[config.mk]
export PLATFORM = sky130hd
export DESIGN_NAME = ps2_mouse_packet_cursor_tracker
export DESIGN_NICKNAME = d
export VERILOG_FILES = /design/src/rtl/ps2mt_pkg.sv /design/src/rtl/ps2_mouse_packet_cursor_tracker.sv
export SDC_FILE = /design/constraint.sdc
export NUM_CORES = 1
export LEC_CHECK = 0
export ABC_CLOCK_PERIOD_IN_PS = 4600
export BUFFER_PORTS_ARGS = -buffer_cell sky130_fd_sc_hd__clkbuf_2
export CORE_ASPECT_RATIO = 1.25
export CORE_MARGIN = 8
export CORE_UTILIZATION = 25
export CTS_BUF_LIST = sky130_fd_sc_hd__clkbuf_4
export DETAILED_ROUTE_END_ITERATION = 8
export PLACE_DENSITY_LB_ADDON = 0.08
export SLEW_MARGIN = 20
export SYNTH_ARGS = -nofsm -noshare
export SYNTH_HDL_FRONTEND = slang
export SYNTH_SLANG_ARGS = --single-unit
export TNS_END_PERCENT = 1
[constraint.sdc]
create_clock -name clk_i -period 4.6 [get_ports clk_i]
set_input_delay 0.46 -clock clk_i [delete_from_list [all_inputs] [get_ports clk_i]]
set_output_delay 0.46 -clock clk_i [all_outputs]
set_load 0.05 [all_outputs]
[src/rtl/ps2mt_pkg.sv]
// Shared types and constants for the PS/2 mouse packet cursor tracker.
package ps2mt_pkg;

  typedef enum logic [1:0] {
    S_IDLE,
    S_DIV,
    S_WB
  } state_e;

  typedef enum logic [1:0] {
    PH_START,
    PH_DX,
    PH_DY,
    PH_UNUSED
  } phase_e;

  localparam logic [2:0] CFG_ENABLE  = 3'd0;
  localparam logic [2:0] CFG_DIVISOR = 3'd1;
  localparam logic [2:0] CFG_TIMEOUT = 3'd2;
  localparam logic [2:0] CFG_WIDTH   = 3'd3;
  localparam logic [2:0] CFG_HEIGHT  = 3'd4;

  localparam int unsigned SyncBit    = 3;
  localparam logic [2:0]  DivLastCnt = 3'd7;

  localparam logic [6:0] DivisorRst = 7'd10;
  localparam logic [7:0] TimeoutRst = 8'd5;
  localparam logic [7:0] WidthRst   = 8'd80;
  localparam logic [7:0] HeightRst  = 8'd25;
  localparam int unsigned PosXRst   = 40;
  localparam int unsigned PosYRst   = 12;

endpackage

[src/rtl/ps2_mouse_packet_cursor_tracker.sv]
// PS/2 mouse packet decoder with accumulated, scaled and clamped cursor tracking.
// A tick or a non-final byte is accepted without leaving idle; a packet's third byte starts
// the shared divider (8 + 8 steps for X then Y) and then one write-back that yields the result.
// Input is not ready again after a third byte until that write-back is done, and the write-back
// waits while the output register still holds the previous result.
// Reset (asynchronous, active low) restores the register defaults and parks the cursor at 40, 12.
module ps2_mouse_packet_cursor_tracker
  import ps2mt_pkg::*;
#(
  parameter int COORD_BITS = 8
) (
  input  logic       clk_i,
  input  logic       rst_ni,
  input  logic       cfg_we_i,
  input  logic [2:0] cfg_addr_i,
  input  logic [7:0] cfg_wdata_i,
  input  logic       in_valid_i,
  output logic       in_ready_o,
  input  logic       func_i,
  input  logic [7:0] data_i,
  output logic       out_valid_o,
  input  logic       out_ready_i,
  output logic [7:0] cursor_x_o,
  output logic [7:0] cursor_y_o
);

  localparam int SW = ((COORD_BITS > 8) ? COORD_BITS : 8) + 3;
  localparam logic [SW-1:0] CoordMax = SW'((1 << COORD_BITS) - 1);

  state_e state_q, state_d;
  phase_e phase_q, phase_d, phase_eff;

  logic                  enable_q;
  logic [6:0]            divisor_q;
  logic [7:0]            timeout_q, width_q, height_q;
  logic [7:0]            elapsed_q, elapsed_d;
  logic [7:0]            held_dx_q, held_dx_d;
  logic signed [8:0]     accum_x_q, accum_x_d, accum_y_q, accum_y_d;
  logic [COORD_BITS-1:0] pos_x_q, pos_x_d, pos_y_q, pos_y_d;
  logic [7:0]            rem_q, rem_d, quo_q, quo_d;
  logic [2:0]            cnt_q, cnt_d;
  logic                  axis_q, axis_d, neg_q, neg_d;
  logic signed [8:0]     qx_q, qx_d, qy_q, qy_d;
  logic                  out_valid_q, out_valid_d;
  logic [7:0]            out_x_q, out_x_d, out_y_q, out_y_d;

  logic [6:0]        deff;
  logic signed [9:0] sum_x, sum_y;
  logic signed [8:0] mag_src, mag_full, q_signed, r_signed;
  logic [7:0]        trial, trial_sub, quo_step;
  logic              qbit;
  logic [SW-1:0]     new_x, new_y;
  logic              in_fire, out_free;

  function automatic logic [SW-1:0] clamp_f(input logic [SW-1:0] v, input logic [7:0] size);
    logic [SW-1:0] lim;
    lim = (size == 8'd0) ? '0 : SW'(size - 8'd1);
    if (lim > CoordMax) lim = CoordMax;
    if (v[SW-1]) begin
      clamp_f = '0;
    end else if (v > lim) begin
      clamp_f = lim;
    end else begin
      clamp_f = v;
    end
  endfunction

  assign deff      = (divisor_q == 7'd0) ? 7'd1 : divisor_q;
  assign sum_x     = {accum_x_q[8], accum_x_q} + {{2{held_dx_q[7]}}, held_dx_q};
  assign sum_y     = {accum_y_q[8], accum_y_q} + {{2{data_i[7]}}, data_i};
  assign mag_src   = (state_q == S_IDLE) ? sum_x[8:0] : accum_y_q;
  assign mag_full  = mag_src[8] ? -mag_src : mag_src;
  assign trial     = {rem_q[6:0], quo_q[7]};
  assign qbit      = (trial >= {1'b0, deff});
  assign trial_sub = qbit ? (trial - {1'b0, deff}) : trial;
  assign quo_step  = {quo_q[6:0], qbit};
  assign in_ready_o = (state_q == S_IDLE);
  assign in_fire   = in_valid_i && in_ready_o;
  assign out_free  = !out_valid_q || out_ready_i;
  assign phase_eff = ((phase_q != PH_START) && (elapsed_q > timeout_q)) ? PH_START : phase_q;

  assign new_x = clamp_f(SW'(pos_x_q) + {{(SW-9){qx_q[8]}}, qx_q}, width_q);
  assign new_y = clamp_f(SW'(pos_y_q) - {{(SW-9){qy_q[8]}}, qy_q}, height_q);

  assign q_signed = neg_q ? -{1'b0, quo_step} : {1'b0, quo_step};
  assign r_signed = neg_q ? -{1'b0, trial_sub} : {1'b0, trial_sub};

  always_comb begin
    state_d     = state_q;
    phase_d     = phase_q;
    elapsed_d   = elapsed_q;
    held_dx_d   = held_dx_q;
    accum_x_d   = accum_x_q;
    accum_y_d   = accum_y_q;
    pos_x_d     = pos_x_q;
    pos_y_d     = pos_y_q;
    rem_d       = rem_q;
    quo_d       = quo_q;
    cnt_d       = cnt_q;
    axis_d      = axis_q;
    neg_d       = neg_q;
    qx_d        = qx_q;
    qy_d        = qy_q;
    out_valid_d = out_valid_q && !out_ready_i;
    out_x_d     = out_x_q;
    out_y_d     = out_y_q;

    unique case (state_q)
      S_IDLE: begin
        if (in_fire && enable_q) begin
          if (func_i) begin
            if (elapsed_q != 8'hFF) elapsed_d = elapsed_q + 8'd1;
          end else begin
            unique case (phase_eff)
              PH_START: begin
                phase_d = PH_START;
                if (data_i[SyncBit]) begin
                  elapsed_d = 8'd0;
                  phase_d   = PH_DX;
                end
              end
              PH_DX: begin
                held_dx_d = data_i;
                phase_d   = PH_DY;
              end
              PH_DY: begin
                phase_d   = PH_START;
                accum_x_d = sum_x[8:0];
                accum_y_d = sum_y[8:0];
                rem_d     = 8'd0;
                quo_d     = mag_full[7:0];
                neg_d     = mag_src[8];
                cnt_d     = 3'd0;
                axis_d    = 1'b0;
                state_d   = S_DIV;
              end
              default: phase_d = PH_START;
            endcase
          end
        end
      end
      S_DIV: begin
        rem_d = trial_sub;
        quo_d = quo_step;
        cnt_d = cnt_q + 3'd1;
        if (cnt_q == DivLastCnt) begin
          if (!axis_q) begin
            qx_d      = q_signed;
            accum_x_d = r_signed;
            rem_d     = 8'd0;
            quo_d     = mag_full[7:0];
            neg_d     = mag_src[8];
            axis_d    = 1'b1;
          end else begin
            qy_d      = q_signed;
            accum_y_d = r_signed;
            state_d   = S_WB;
          end
        end
      end
      S_WB: begin
        if (out_free) begin
          pos_x_d     = new_x[COORD_BITS-1:0];
          pos_y_d     = new_y[COORD_BITS-1:0];
          out_x_d     = new_x[7:0];
          out_y_d     = new_y[7:0];
          out_valid_d = 1'b1;
          state_d     = S_IDLE;
        end
      end
      default: state_d = S_IDLE;
    endcase
  end

  always_ff @(posedge clk_i or negedge rst_ni) begin
    if (!rst_ni) begin
      state_q     <= S_IDLE;
      phase_q     <= PH_START;
      elapsed_q   <= 8'd0;
      accum_x_q   <= '0;
      accum_y_q   <= '0;
      pos_x_q     <= COORD_BITS'(PosXRst);
      pos_y_q     <= COORD_BITS'(PosYRst);
      out_valid_q <= 1'b0;
      cnt_q       <= 3'd0;
      axis_q      <= 1'b0;
    end else begin
      state_q     <= state_d;
      phase_q     <= phase_d;
      elapsed_q   <= elapsed_d;
      accum_x_q   <= accum_x_d;
      accum_y_q   <= accum_y_d;
      pos_x_q     <= pos_x_d;
      pos_y_q     <= pos_y_d;
      out_valid_q <= out_valid_d;
      cnt_q       <= cnt_d;
      axis_q      <= axis_d;
    end
  end

  always_ff @(posedge clk_i) begin
    held_dx_q <= held_dx_d;
    rem_q     <= rem_d;
    quo_q     <= quo_d;
    neg_q     <= neg_d;
    qx_q      <= qx_d;
    qy_q      <= qy_d;
    out_x_q   <= out_x_d;
    out_y_q   <= out_y_d;
  end

  always_ff @(posedge clk_i or negedge rst_ni) begin
    if (!rst_ni) begin
      enable_q  <= 1'b0;
      divisor_q <= DivisorRst;
      timeout_q <= TimeoutRst;
      width_q   <= WidthRst;
      height_q  <= HeightRst;
    end else if (cfg_we_i) begin
      unique case (cfg_addr_i)
        CFG_ENABLE:  enable_q  <= cfg_wdata_i[0];
        CFG_DIVISOR: divisor_q <= cfg_wdata_i[6:0];
        CFG_TIMEOUT: timeout_q <= cfg_wdata_i;
        CFG_WIDTH:   width_q   <= cfg_wdata_i;
        CFG_HEIGHT:  height_q  <= cfg_wdata_i;
        default: ;
      endcase
    end
  end

  assign out_valid_o = out_valid_q;
  assign cursor_x_o  = out_x_q;
  assign cursor_y_o  = out_y_q;

`ifndef SYNTH
  a_rem_below_divisor: assert property (@(posedge clk_i) disable iff (!rst_ni)
    (state_q == S_DIV) |-> (rem_q < {1'b0, deff}))
    else $error("divider remainder reached the divisor");

  a_accum_bounded: assert property (@(posedge clk_i) disable iff (!rst_ni)
    (state_q == S_IDLE) |-> ((accum_x_q >= -9'sd126) && (accum_x_q <= 9'sd126)
                            && (accum_y_q >= -9'sd126) && (accum_y_q <= 9'sd126)))
    else $error("remainder accumulator out of range after division");

  a_wb_emits: assert property (@(posedge clk_i) disable iff (!rst_ni)
    ((state_q == S_WB) && out_free) |=> (out_valid_o && (state_q == S_IDLE)))
    else $error("write-back did not present a transaction");
`endif

endmodule

## Yosys cells after proc, flatten, opt, wreduce, memory -nomap -nowiden

Index checks and enable logic that the tools add are counted.

| cells by class | value |
|---|---|
| add/sub/neg operators | 12 |
| $lt $le $gt $ge | 6 |
| equal/unequal tests | 18 |
| muxes and demuxes | 69 |
| bitwise logic cells | 2 |
| reductions and logical operators | 33 |

Operators with widths:

| kind | count |
|---|---|
| 2-to-1 mux 8 bit | 15 |
| 2-to-1 mux 9 bit | 13 |
| 2-to-1 mux 11 bit | 4 |
| 2-to-1 mux 7 bit | 6 |
| case mux 9 bit (2 select lines) | 2 |
| greater-than comparator 11 bit | 2 |
| greater-than comparator 11 x 8 -> 1 bit (second input constant) | 2 |
| adder 9 x 8 -> 9 bit | 2 |
| negator 8 -> 9 bit | 2 |
| AND reduction 6 bit | 3 |
| subtractor 8 x 1 -> 9 bit (second input constant) | 2 |
| zero test 8 bit | 2 |
| case mux 8 bit (2 select lines) | 1 |
| 2-to-1 mux 2 bit | 7 |
| case mux 7 bit (2 select lines) | 1 |
| 2-to-1 mux 1 bit | 12 |
| AND reduction 2 bit | 6 |
| adder 9 x 9 -> 10 bit | 1 |
| != test 2 bit (second input constant) | 5 |
| AND reduction 5 bit | 2 |
| subtractor 9 x 9 -> 10 bit | 1 |
| 2-to-1 mux 3 bit | 3 |
| AND reduction 3 bit | 3 |
| adder 8 x 1 -> 8 bit (second input constant) | 1 |
| other kinds (25) | 42 |

| word-level totals | value |
|---|---|
| register bits after elaboration | 141 |
| bits of input ports | 25 |
| output and inout bits | 18 |

## Longest topological paths before layout

Gate-level depths: netlist of the first run.

| depth | value |
|---|---|
| depth in word-level cells | 9 |
| depth in mapped cells | 20 |

## Worst setup path after synthesis of the first run

OpenSTA, ideal clock, no wires.

| timing path | value |
|---|---|
| path kind | register to register |
| from | reg pos_x_q[0] |
| to | reg out_x_q[0], in the netlist cursor_x_o[0] (data pin) |
| arrival | 3,339 ps |
| required time | 4,334 ps |
| path slack | 995 ps |
| cell stages (with the launch flop) | 18 |
| path buffers | 1 |
| clock period less this slack | 3,605 ps |
| cell sequence | dfrtp_1 -> ha_1 -> fa_1 -> a21o_1 -> a21oi_1 -> o21bai_1 -> a21oi_1 -> o21bai_1 -> a21oi_1 -> xnor2_1 -> ha_1 -> nand2_1 -> a211oi_1 -> o21ai_0 -> a21oi_1 -> clkbuf_1 -> mux2i_1 -> nor2_1 |

| between the ends | value |
|---|---|
| longest elaborated chain between the ends | 4 |

RTL lines:

| what | line | RTL |
|---|---|---|
| start, declared | ps2_mouse_packet_cursor_tracker.sv:39 | `logic [COORD_BITS-1:0] pos_x_q, pos_x_d, pos_y_q, pos_y_d;` |
| start signal, assigned | ps2_mouse_packet_cursor_tracker.sv:182 | `pos_x_q <= COORD_BITS'(PosXRst);` |
| start signal, assigned | ps2_mouse_packet_cursor_tracker.sv:193 | `pos_x_q <= pos_x_d;` |
| adder 9 x 9 -> 10 bit (*) | ps2_mouse_packet_cursor_tracker.sv:82 | `assign new_x = clamp_f(SW'(pos_x_q) + {{(SW-9){qx_q[8]}}, qx_q}, width_q);` |
| greater-than comparator 11 bit | ps2_mouse_packet_cursor_tracker.sv:61 | `end else if (v > lim) begin` |
| 2-to-1 mux 8 bit | ps2_mouse_packet_cursor_tracker.sv:61 |  |
| 2-to-1 mux 8 bit (*) | ps2_mouse_packet_cursor_tracker.sv:59 | `if (v[SW-1]) begin` |
| via new_x[0] | ps2_mouse_packet_cursor_tracker.sv:52 | `logic [SW-1:0] new_x, new_y;` |
| end signal, assigned | ps2_mouse_packet_cursor_tracker.sv:208 | `out_x_q <= out_x_d;` |
| end, declared | ps2_mouse_packet_cursor_tracker.sv:45 | `logic [7:0] out_x_q, out_x_d, out_y_q, out_y_d;` |

Mark *: on every way through the listed nets, which the timed path passes. The rest lies on a longest branch.
A chain may end at the register's enable or synchronous reset.

## Worst setup path in the final report of the first run

| timing path | value |
|---|---|
| from | reg qx_q[0] |
| to | reg out_x_q[4], in the netlist cursor_x_o[4] (data pin) |

| between the ends | value |
|---|---|
| longest elaborated chain between the ends | 4 |

RTL lines:

| what | line | RTL |
|---|---|---|
| start, declared | ps2_mouse_packet_cursor_tracker.sv:43 | `logic signed [8:0] qx_q, qx_d, qy_q, qy_d;` |
| start signal, assigned | ps2_mouse_packet_cursor_tracker.sv:206 | `qx_q <= qx_d;` |
| adder 9 x 9 -> 10 bit (*) | ps2_mouse_packet_cursor_tracker.sv:82 |  |
| greater-than comparator 11 bit | ps2_mouse_packet_cursor_tracker.sv:61 |  |
| 2-to-1 mux 8 bit | ps2_mouse_packet_cursor_tracker.sv:61 |  |
| 2-to-1 mux 8 bit (*) | ps2_mouse_packet_cursor_tracker.sv:59 |  |
| via new_x[4] | ps2_mouse_packet_cursor_tracker.sv:52 |  |

Marked as above.

==> impl_metrics.yaml, run 1 <==
status:
  status: "finished, final reports clean"
clock_network:
  clkLatencyLatePin_ns: 0.61
  cts_resized: 0
  post_cts_buffers: 0
  cts_root_buf: "clkbuf_4"
  cts_hold_buf: 8
  cts_made_buffers: 17
  clk_transition_reported_paths_ns: 0.14
  clock_sinks: 141
  clockBufferDepth: 2
  cts_tree: "built"
  htreeDepth: 4
yosys:
  ys_warn_count: 0
  ys_types: 79
  ys_ff_latch: 141
  seq_area_frac_synth: 0.428
  syn_avg_cell_area_um2: 9.95
  async_flop_share: 0.589
  syn_inst: 900
  synth.cell_area_mm2: 0.00895
  ys.flop_type: "dfrtp_1"
  synth-edff-count: 58
power:
  leakage_nw: 4.26
  ir_drop_mv: 0.173
  powerDensity_mw_per_mm2: 620
final_layout:
  regArea_mm2: 0.00383
  finish.instance_area_mm2: 0.0101
  area_delta_synth_final_pct: 13.3
  fin_cells: 1451
  fill_cells: 3743
  final_nets: 1065
  multi_input_area_mm2: 0.00481
  drive_above_1_share: 0.167
drt:
  vias: 6552
  totalWireLength_mm: 24.2
  wl_per_cell_um: 16.7
  route.detailed.drc: 0
  drt_iter0_markers: 209
  drtPass1Iterations: 4
  routed_via_density: 4.52
  ant_nets: 0
global_routing:
  gr-usage-met3: 0.0227
  grt_use_total: 0.121
  busiest_layer: "met2"
  grt_pass1_wl_mm: 38.7
  antenna_found_initial: 1
  grt_max_degree: 53
  grt_overflow: 0
  first_global_vias: 6887
  grtUsageMet1: 0.139
  grtUsageMet2: 0.220
place:
  placed_cells: 1409
  port_buffers: 42
  place_area_mm2: 0.00975
  gp_congestion: 0.777
  hpwl_mm: 19.0
worst_setup_path:
  startpoint_type: "register"
  criticalPathCategory: "reg -> reg"
  worstPathRequired_ns: 4.96
  end_kind: "register"
  arrival_ns: 4.17
  critical_path.max_fanout: 10
timing:
  fin_setup_tns_ns: 0
  tightestPinTransition_ns: 0.977
  rsz0062_at_grt: "no"
  setup_viol: 0
  fmax_mhz: 262
  hold_viol_final: 0
  slew_headroom: 0.344
  finClkSkew_ns: 0.0300
  drv_slew: 0
  min_period_ns: 3.81
  post-route-period-util: 0.829
die:
  start_util: 0.253
  pin_count: 43
  dieArea_mm2: 0.0422
  rows: 77
  coreArea_mm2: 0.0354
  die_h_um: 228
  die_w_um: 185
flow_run:
  cap_violations: 0
worst_hold_path:
  hold_class: "in -> reg"
[through the flow]
step | utilization | hold slack [ns] | setup slack, ns | total power [W]
after floorplan | - | 0.164 | 0.995 | 0.00451
after global placement | 0.276 | 0.466 | 0.772 | 0.00550
after detailed placement | 0.276 | 0.470 | 0.743 | 0.00547
after CTS | 0.287 | 0.0406 | 0.735 | 0.00642
after global routing | 0.287 | 0.0527 | 0.403 | 0.00688
final | 0.287 | 0.101 | 0.788 | 0.00628
[sequential cells by signal (all words and copies together), names as in the netlist, 3 cells and up]
signal	flops
held_dx_q	8
elapsed_q	8
accum_y_q	9
divisor_q	7
cnt_q	3
qx_q	9
timeout_q	8
accum_x_q	9
pos_y_q	8
height_q	8
rem_q	7
quo_q	8
qy_q	9
pos_x_q	8
cursor_x_o	8
width_q	8
cursor_y_o	8
[kinds of logic after synthesis]
family	synth area share
and+or+nand+nor	0.162
AOI/OAI and AO/OA	0.157
DFF	0.428
adders and majority gates	0.113
buffers and inverters	0.0349
xor gates and xnor gates	0.0509
muxes	0.0534
other	0.000419
[synth_stat cells, types with 6 or more instances]
library cell  number  area [um^2]
mux2i_1           17          170
xor2_1            19          166
nor3_1            24          120
nor2_1            89          334
a31oi_1           11         68.8
a21oi_1           51          255
and2_1             6         37.5
o21a_1             8         60.1
o31ai_1           16          120
nand3_1           11         55.1
or3_1             11         68.8
o21ai_0           51          255
inv_1             55          206
or2_2             15         93.8
xnor2_1           33          289
nand2_1           82          308
nor2b_1           16          100
a21o_1            11         82.6
ha_1              73          913
mux2_2            26          293
clkbuf_1          13         48.8
dfrtp_1           70         1750
o211ai_1           9         67.6
edfxtp_1          58         1740
dfstp_2           13          342
nand2b_1          12         75.1
[cells in the final DEF, fill, tap and decap left out, types with 17 or more instances in the layout]
cell type	synthesis	layout
dfrtp_1	70	70
a21oi_1	51	51
inv_1	55	55
ha_1	73	73
xor2_1	19	19
mux2_2	26	26
edfxtp_1	58	58
nor3_1	24	24
nor2_1	89	89
mux2i_1	17	17
xnor2_1	33	33
clkbuf_4	0	17
nand2_1	82	82
clkbuf_2	0	41
o21ai_0	51	51
[report_power, final]
part / total, W / switching, W / internal (W) / leakage, nW
Sequential: 0.00200 / 0.000247 / 0.00175 / 1.53
Clock: 0.000893 / 0.000518 / 0.000375 / 0.159
Combinational: 0.00339 / 0.00200 / 0.00139 / 2.57
Total: 0.00628 / 0.00277 / 0.00351 / 4.26
[critical path, stage by stage, from the launching register on]
cell,delay (ns)
edfxtp_1,0.42
ha_1,0.22
fa_1,0.41
a21o_1,0.18
a21oi_1,0.21
o21bai_1,0.09
a21oi_1,0.21
o21bai_1,0.08
a21oi_1,0.18
xnor2_1,0.10
ha_1,0.30
nand2_1,0.08
a211oi_1,0.16
o21ai_0,0.11
a21oi_1,0.20
buf_4,0.23
mux2i_1,0.29
nor2_1,0.07
[final timing paths]
check	start	endpoint	slack [ns]	cells past startpoint
setup / recovery	qx_q[0]	cursor_x_o[4]	0.79	17
hold / removal	data_i[3]	held_dx_q[3]	0.10	1
setup reg to reg	qx_q[0]	cursor_x_o[4]	0.79	17
hold reg to reg	pos_y_q[3]	pos_y_q[3]	0.49	2
max in group asynchronous	rst_ni	pos_y_q[3]	3.17	3
min in group asynchronous	rst_ni	elapsed_q[4]	0.45	2
[metal layers]
layer,vias up,routed length (um)
met5,-,0
met4,0,567
met2,64,12400
li1,3355,-
met1,3113,10700
met3,20,498
[layout make-up]
| cell class | count | area share |
|---|---|---|
| clock buffers | 17 | 0.0126 |
| flip-flops and latches | 141 | 0.378 |
| well taps | 474 | 0.0585 |
| diodes | 2 | 0.000494 |
| inverters | 59 | 0.0218 |
| clock inverters | 15 | 0.0170 |
| multi-input cells | 682 | 0.474 |
| repair buffers | 61 | 0.0370 |
Power figures use the tool's default switching activity.
==> run 2, diff against run 1 <==
ABC_AREA = 1   (was not set)
ABC_CLOCK_PERIOD_IN_PS = 3600   (was 4600)
clock period = 3.6 ns   (was 4.6 ns; I/O delays follow)
==> impl_metrics.yaml, run 2 <==
status:
  status: "finished, final reports clean"
worst_setup_path:
  crit_path_max_incr_delay_ns: 0.50
  path_cells: "ha_2 -> fa_2 -> a21oi_2 -> o21bai_1 -> a21oi_1 -> o21ai_1 -> a21o_1 -> a21oi_2 -> xor2_1 -> ha_1 -> nand2_2 -> or4_4 -> nand2_4 -> buf_4 -> nand3_1 -> and2_1"
  critical_path.max_fanout: 3
  path_common_cell: "a21oi_2"
  end_kind: "register"
  worstPathRequired_ns: 3.94
  startpoint_type: "register"
  criticalPathCategory: "reg -> reg"
  crit_slowest_cell: "or4_4"
  crit_family: "simple AND/OR/NAND/NOR gates"
  arrival_ns: 3.81
  crit_buf_inv: 1
die:
  rows: 79
  die_h_um: 232
  dieArea_mm2: 0.0438
  pin_count: 43
  die_w_um: 189
  coreArea_mm2: 0.0370
  start_util: 0.252
drt:
  totalWireLength_mm: 24.9
  routed_via_density: 4.29
  drtPass1Iterations: 4
  wl_per_cell_um: 14.2
  drt_iter0_markers: 291
  ant_nets: 0
  route.detailed.drc: 0
  vias: 7490
yosys:
  syn_avg_cell_area_um2: 7.94
  ys.flop_type: "dfrtp_1"
  seq_area_frac_synth: 0.411
  ys_warn_count: 0
  yosysTopAreaCell: "dfrtp_1"
  ys_types: 51
  yosysTopAreaCellShare: 0.188
  syn_inst: 1174
  ys_ff_latch: 141
  synth_area_leaders: "dfrtp_1 19%, edfxtp_1 19%, nand2_1 12%"
  synth.cell_area_mm2: 0.00932
  synth_commonest_cells: "286 x nand2_1, 181 x inv_1, 96 x nor2_1"
  synth-edff-count: 58
  async_flop_share: 0.589
  synth.most_common_cell: "nand2_1"
clock_network:
  cts_root_buf: "clkbuf_4"
  clock_sinks: 141
  cts_made_buffers: 17
  clk_transition_reported_paths_ns: 0.14
  clockBufferDepth: 2
  htreeDepth: 4
  cts_tree: "built"
  clkLatencyLatePin_ns: 0.57
timing:
  post-route-period-util: 0.964
  rsz0062_at_grt: "yes"
  slew_headroom: 0.410
  setup_viol: 0
  tightestPinTransition_ns: 0.882
  drv_slew: 0
  min_period_ns: 3.47
  fmax_mhz: 288
  hold_viol_final: 0
  finClkSkew_ns: 0.0275
final_layout:
  fin_cells: 1746
  area_delta_synth_final_pct: 14.9
  layout_common_cells: "281 x nand2_1, 179 x inv_1, 94 x nor2_1, 83 x o21ai_0, 76 x nand3_1"
  finish.instance_area_mm2: 0.0107
  fill_cells: 4041
  mostFrequentLayoutCell: "nand2_1"
  final_nets: 1349
  drive_above_1_share: 0.133
place:
  port_buffers: 42
  placed_cells: 1701
  gp_congestion: 0.798
  hpwl_mm: 19.9
  place_area_mm2: 0.0102
power:
  powerDensity_mw_per_mm2: 863
  finalPower_w: 0.00924
  leakage_nw: 5.26
  ir_drop_mv: 0.218
global_routing:
  first_global_vias: 7777
  grt_use_total: 0.118
  grt_overflow: 0
  grt_max_degree: 38
  grt_pass1_wl_mm: 41.0
  antenna_found_initial: 1
worst_hold_path:
  hold_class: "in -> reg"
flow_run:
  cap_violations: 0
[run 2: cell types whose count changed after synthesis, moves of 17 or more]
cell / previous run / this run
o21ai_0: 51 / 87
xnor2_1: 33 / 12
mux2i_1: 17 / 0
nand2_1: 82 / 286
nand3_1: 11 / 76
mux2_2: 26 / 0
inv_1: 55 / 181
[run 2: per-stage QoR]
stage               setup TNS, ns  hold slack [ns]   util  setup slack (ns)
CTS                       -0.0100           0.0115  0.287           -0.0100
floorplan                       0           0.0644      -            0.0972
finish                          0           0.0886  0.290             0.128
global placement          -0.0306            0.418  0.275           -0.0306
global route               -0.552           0.0401  0.290           -0.0776
detailed placement        -0.0700            0.417  0.275           -0.0606
[run 2: what timing repair did]
action | CTS | global route
hold buffers | 10 | 0
gates resized for setup | 2 | 24
setup endpoints to repair | 9 | 32
endpoints found under the hold margin | 39 | 0
pin swaps | 0 | 11
buffers inserted | 0 | 2
[run 2: logic make-up (layout without fill, tap and decap cells)]
family                     Yosys count  count (layout)  synth area share
buffers and inverters              206             290            0.0872
AOI/OAI and AO/OA                  172             172             0.103
other                                1               3          0.000402
DFF                                141             141             0.411
and+or+nand+nor                    533             533             0.249
adders and majority gates           78              78             0.109
xor gates and xnor gates            43              43            0.0404
[run 2: power by group]
group	internal (W)	switching, W	total [W]
logic	0.00199	0.00344	0.00543
clock network	0.000561	0.000628	0.00119
registers	0.00229	0.000328	0.00262
[run 2: worst min-delay path: cells and delay by family]
kind	cells	cell delay, ns
buffers and inverters	2	0.16
AOI/OAI and AO/OA	1	0.08
[run 2: layer usage]
layer / share of wire / track usage / wire, um
met1: 0.44 / 0.132 / 10900
met2: 0.52 / 0.222 / 13000
met3: 0.019 / 0.0212 / 473
met4: 0.018 / 0.0382 / 443
met5: 0 / 0 / 0
[run 2: cell type report]
class                      instances  area, um^2  share of cell area
antenna                            1        2.50            0.000234
clock buffer                      18         135              0.0126
clock inverter                    14         191              0.0179
inverter                         183         692              0.0646
multi-input combinational        828        4760               0.444
sequential                       141        3830               0.358
tap                              486         608              0.0568
timing repair buffer              75         489              0.0457
[run 2: worst paths after layout]
path / start / to / slack, ns / depth (start not counted)
worst max-delay path: pos_x_q[0] / cursor_x_o[6] / 0.13 / 16
worst min-delay path: cfg_wdata_i[7] / width_q[7] / 0.09 / 3
worst max register to register: pos_x_q[0] / cursor_x_o[6] / 0.13 / 16
worst min register to register: pos_y_q[3] / pos_y_q[3] / 0.50 / 2
max in group asynchronous: rst_ni / height_q[0] / 2.43 / 3
min in group asynchronous: rst_ni / pos_y_q[7] / 0.33 / 2
